File: src/hw/rtl/sdt_pkg.sv
// Shared types and constants of the one-dimensional squared-distance transform.
// Used by sdt_div and squared_distance_transform_1d; depends on nothing.
`default_nettype none
package sdt_pkg;
  localparam int LENGTH   = 1024;
  localparam int ADDR_W   = 10;
  localparam int CNT_W    = 11;
  localparam int SAMPLE_W = 24;
  localparam int FRAC_W   = 8;
  localparam int BND_W    = SAMPLE_W + FRAC_W + 2;
  localparam int DEN_W    = ADDR_W + 1;
  localparam int DIST_W   = 25;

  // Command codes carried in tuser.
  localparam logic CMD_LOAD  = 1'b0;
  localparam logic CMD_FETCH = 1'b1;

  // Request to the serial divider: signed numerator as sign and magnitude.
  typedef struct packed {
    logic              start;
    logic              neg;
    logic [BND_W-1:0]  mag;
    logic [DEN_W-1:0]  den;
  } div_req_t;
endpackage
`default_nettype wire

File: src/hw/rtl/sdt_div.sv
// Bit-serial restoring divider, floor rounding for negative numerators.
// Depends on sdt_pkg.
`default_nettype none
module sdt_div (
  input  wire                            clk,
  input  wire                            rst_n,
  input  sdt_pkg::div_req_t              req,
  output logic                           done,
  output logic signed [sdt_pkg::BND_W-1:0] quot
);
  import sdt_pkg::*;

  localparam int CW = $clog2(BND_W + 1);

  logic             busy_r;
  logic             done_r;
  logic [CW-1:0]    cnt_r;
  logic [BND_W-1:0] quo_r;
  logic [DEN_W-1:0] rem_r;
  logic [DEN_W-1:0] den_r;
  logic             neg_r;
  logic [DEN_W:0]   rem_sh;
  logic             ge;
  logic [DEN_W-1:0] rem_nxt;
  logic [BND_W-1:0] mag_up;

  // One quotient bit per cycle.
  always_comb begin
    rem_sh  = {rem_r, quo_r[BND_W-1]};
    ge      = (rem_sh >= {1'b0, den_r});
    rem_nxt = ge ? DEN_W'(rem_sh - {1'b0, den_r}) : DEN_W'(rem_sh);
  end

  // Control.
  always_ff @(posedge clk) begin
    if (!rst_n) begin
      busy_r <= 1'b0;
      done_r <= 1'b0;
      cnt_r  <= '0;
    end else begin
      done_r <= 1'b0;
      if (req.start) begin
        busy_r <= 1'b1;
        cnt_r  <= '0;
      end else if (busy_r) begin
        if (cnt_r == CW'(BND_W - 1)) begin
          busy_r <= 1'b0;
          done_r <= 1'b1;
        end
        cnt_r <= cnt_r + 1'b1;
      end
    end
  end

  // Datapath.
  always_ff @(posedge clk) begin
    if (req.start) begin
      quo_r <= req.mag;
      rem_r <= '0;
      den_r <= req.den;
      neg_r <= req.neg;
    end else if (busy_r) begin
      rem_r <= rem_nxt;
      quo_r <= {quo_r[BND_W-2:0], ge};
    end
  end

  // A negative quotient rounds toward minus infinity.
  always_comb begin
    mag_up = quo_r + BND_W'(rem_r != '0);
    quot   = neg_r ? -$signed(mag_up) : $signed(quo_r);
  end

  assign done = done_r;
endmodule
`default_nettype wire

File: config.mk
export PLATFORM = sky130hd
export DESIGN_NAME = sdt_div
export DESIGN_NICKNAME = d
export VERILOG_FILES = /design/src/hw/rtl/sdt_pkg.sv /design/src/hw/rtl/sdt_div.sv
export SDC_FILE = /design/constraint.sdc
export NUM_CORES = 1
export LEC_CHECK = 0
export BUFFER_PORTS_ARGS = -buffer_cell sky130_fd_sc_hd__buf_2
export CAP_MARGIN = 5
export CORE_AREA = 10 10 91 152
export CTS_CLUSTER_DIAMETER = 50
export CTS_CLUSTER_SIZE = 14
export DETAILED_ROUTE_END_ITERATION = 10
export DIE_AREA = 0 0 101 162
export PLACE_DENSITY = 0.79
export REMOVE_ABC_BUFFERS = 1
export SYNTH_ARGS = -nofsm -noshare
export SYNTH_HDL_FRONTEND = slang
export SYNTH_SLANG_ARGS = --single-unit
File: constraint.sdc
create_clock -name clk -period 3.6 [get_ports clk]
set_input_delay 0.18 -clock clk [delete_from_list [all_inputs] [get_ports clk]]
set_output_delay 0.18 -clock clk [all_outputs]
set_load 0.005 [all_outputs]
Word-level counts from Yosys, hierarchy flattened
Cells that the tools add are included.

word-level totals
  register bits = 65
  input port bits = 49
  logic and storage cells = 27

operators by class
  add/subtract/negate cells = 4
  $lt $le $gt $ge = 1
  equal/unequal tests = 1
  muxes and demuxes = 8
  bitwise logic cells = 2
  reduce and logical (&&, ||, !) cells = 4

operators with widths
  cell                 number
  $mux 34              3
  $add 34x1->34        1
  $neg 34->34          1
  $ge 12x11->1         1
  $mux 11              1
  $reduce_bool 11->1   1
  $sub 11x11->11       1
  $add 6x1->6 const B  1
  $eq 6x6->1 const B   1
  $mux 1               4
  $reduce_or 3->1      1
  $not 1->1            2
  $reduce_bool 2->1    1
  $reduce_or 2->1      1

Logic depth before layout (Yosys ltp)
  depth after elaboration = 4
  depth in mapped cells = 14

Worst setup path before layout
OpenSTA, ideal clock, no wires.

  path kind = register to output
  from = reg rem_r[3]
  to = out quot[27] (netlist name)
  data arrival time = 2,752 ps
  required time = 3,420 ps
  path slack = 668 ps
  cell stages (with the launch flop) = 15
  path through = dfxtp_1 -> nor4_1 -> nand2_1 -> nor4_1 -> ha_1 -> ha_1 -> inv_1 -> ha_1 -> o21bai_2 -> a221oi_4 -> o21ai_2 -> a21boi_4 -> nor4_4 -> nor3_1 -> or3b_1

between the ends
  longest elaborated chain between the ends = 4

RTL lines
  element                 RTL line       source
  from (decl)             sdt_div.sv:19  logic [DEN_W-1:0] rem_r;
  from (signal assigned)  sdt_div.sv:63  rem_r <= rem_nxt;
  $reduce_bool 11->1      sdt_div.sv:70  mag_up = quo_r + BND_W'(rem_r != '0);
  $add 34x1->34           sdt_div.sv:70
  $neg 34->34             sdt_div.sv:71  quot = neg_r ? -$signed(mag_up) : $signed(quo_r);
  $mux 34                 sdt_div.sv:71
  to (decl)               sdt_div.sv:9   output logic signed [sdt_pkg::BND_W-1:0] quot

Every way passes these cells.

Worst setup path in the final report
  from = reg rem_r[5]
  to = out quot[15] (netlist name)

The elaborated chain is that of the path after synthesis.

==> reports/results.txt <==
Worst Path Required: 3420 ps
Synthesized area: 5700 sq um
Drt wl/cell: 17.3 um
Avg Vias per Cell: 5.99
Worst vdd ir: 314 uV
CP max stage delay: 370 ps
Slew Viols, Final: 0
Status: complete, no violations
DR vias: 5,401
Layout area overhead: 18.6%
Top cells by count, synth: nand2_1, o21ai_0, inv_1
Period minus WS final: 3400 ps
Yosys top cell area share: 24.2%
Drt first pass iters: 6
Critical path launch point type: register
Total grt overflow: 0
Main synth FF type: edfxtp_1
CP Cell Sequence: nor4_4, nand2_1, nor4_2, ha_2, ha_4, inv_1, ha_4, o21bai_4, a221oi_4, o21ai_2, a21boi_4, buf_12, o21a_4, xor2_1, mux2i_1, buf_2
Final setup TNS: 0 ps
Remaining DRCs: 0
H-tree depth: 3
Fill count: 972
Slowest CP cell: dfxtp_4
Initial DRC Count: 337
Synth unique cells: 74
GR Util All Layers: 18.5%
CTS root buf: clkbuf_16
Initial cell density of the core: 51.0%
Longest Clk Path Bufs: 2
Post-route clock period utilization: 94.4%
Global-route wire length before repair: 24,900 um
Placed Instances: 869
Largest net degree at the start of global routing: 89
Post-synthesis average cell area: 8.37 sq um
Worst-path clk slew: 60 ps
Pre-CTS WS: 256 ps
Max-cap violations: 0
Die width: 101 um
CP Buf/Inv Count: 3
CTS tree: done
Worst-Skew Late Latency: 350 ps
Nets: 863
CP Capture Type: primary output
Synth area leaders: edfxtp_1, ha_1, dfxtp_1, o21ai_0, nand2_1
Most used cell, CP: ha_4
CP Class: reg -> out
Cells after Synth: 681
Std-Cell Rows: 51
Slew at the pin with the worst max-slew slack: 859 ps
Worst slew margin: 42.7%
Final setup viols: 0
ANT nets after route: 0
Biggest area consumer among synthesized cells: edfxtp_1
Arrival @ worst endpoint: 3220 ps
Post-synth EDFFs: 46
Fin worst setup slack: 201 ps
Fin util: 60.5%
Final hold vios: 0
Initial antenna violation count: 0
Hold Crit Class: in -> reg
Clk sink count: 65
Number of global-route vias before repair: 5,336
Die area: 16,400 sq um
Max Fclk: 0.294 GHz
Layout cells sized above 1: 19.7%
Die height: 162 um
P per Cell Area: 477 nW/um^2
Yosys warns: 0
GPL Wtd Cong: 0.927
Most common cell in the synthesized netlist: nand2_1
Final Routed Wirelength: 15,600 um
Finished Layout Cells: 902
Core ar.: 11,200 sq um
Skew final: 8.26 ps
Static leakage: 2.91 nW
Worst path top cell family by delay: compound AO/OA/AOI/OAI gates
Dpl hpwl: 11,800 um
Synthesized flop and latch total: 65
Ys async rst share: 0%
Unrepaired setup endpoints after global routing: yes
Num CTS Buffers: 9
Worst-path fanout max: 4
IO buf count: 83
Ports: 84
Number of diodes: 0
Sequential area share after synthesis: 30.9%
[power breakdown]
group          internal (W)  total [W]  switching (W)  leakage [nW]
clock              0.000549   0.000924       0.000375         0.152
combinational      0.000578    0.00136       0.000785          2.13
sequential         0.000880   0.000933      0.0000530         0.624
[worst paths after layout]
kind / cells after the start / endpoint / startpoint / slack [ps]
max: 16 / quot[15] / rem_r[5] / 200
min: 1 / den_r[1] / req[1] / 9
max reg2reg: 10 / rem_r[0] / quo_r[33] / 410
min reg2reg: 2 / done / cnt_r[5] / 470
[cell usage in the layout (no fill, tap or decap), drive strengths merged, types with 3 or more instances in the layout]
cell type	synthesis	routed
xnor2	14	14
nand3b	3	3
a31oi	5	5
or3	4	4
nor2b	7	7
and2	4	4
a211o	3	3
a211oi	14	14
a311oi	4	4
and3	5	5
xor2	14	14
dlygate4sd3	0	11
o21ai	80	80
nor3	13	13
edfxtp	46	46
nand4	14	14
nor2	42	42
nor4	8	8
o21a	7	7
clkbuf	24	9
o21bai	5	5
dfxtp	19	19
inv	61	66
nand2b	8	8
buf	9	95
a21o	10	10
nand2	87	87
mux2	4	4
nand3	14	14
ha	48	48
mux2i	16	16
a21oi	43	43
o211ai	12	12
a21boi	3	3
[cell families (layout without fill, tap and decap cells)]
| kind of cell | Yosys count | count (layout) | synth area share, % |
|---|---|---|---|
| AOI/OAI and AO/OA | 209 | 209 | 24.7 |
| xor gates and xnor gates | 28 | 28 | 4.30 |
| adders and majority gates | 49 | 49 | 10.9 |
| buffers and inverters | 94 | 183 | 7.20 |
| DFF | 65 | 65 | 30.9 |
| muxes | 20 | 20 | 3.60 |
| and+or+nand+nor | 216 | 216 | 18.4 |
[routing by layer]
layer  GRT usage, %  share of wire [%]  up-vias
met4           8.78                3.4        0
met3           3.57                4.8       47
li1               -                  -     2639
met1           18.5                 36     2554
met2           35.0                 55      161
met5              0                  0        -
[layout make-up]
cell class | count | area, sq um | area share (%)
Tap cell | 132 | 165 | 2.44
Inverter | 61 | 229 | 3.39
Clock buffer | 9 | 225 | 3.33
Multi-Input combinational cell | 522 | 3640 | 53.9
Clock inverter | 7 | 82.6 | 1.22
Timing Repair Buffer | 106 | 641 | 9.48
Sequential cell | 65 | 1770 | 26.2
[repair_timing]
action,in CTS,in global routing
endpoints found under the hold margin,11,0
setup endpoints to repair,9,16
resized for setup,8,16
hold buffers,11,0
pin swaps,10,15
buffers inserted,3,3
[registers in the layout, indices dropped and copies added, names as in the netlist]
signal,flops
cnt_r,6
busy_r,1
done,1
quo_r,34
den_r,11
rem_r,11
neg_r,1
[through the flow]
stage	power (W)	hold WS (ps)	instance area (sq um)
6_report	0.00322	8.57	6760
5_1_grt	0.00342	15.3	6760
2_1_floorplan	0.00183	252	5520
3_3_place_gp	0.00217	356	6150
3_5_place_dp	0.00221	358	6150
4_1_cts	0.00318	1.05	6650
(Power assumes the default switching activity.)
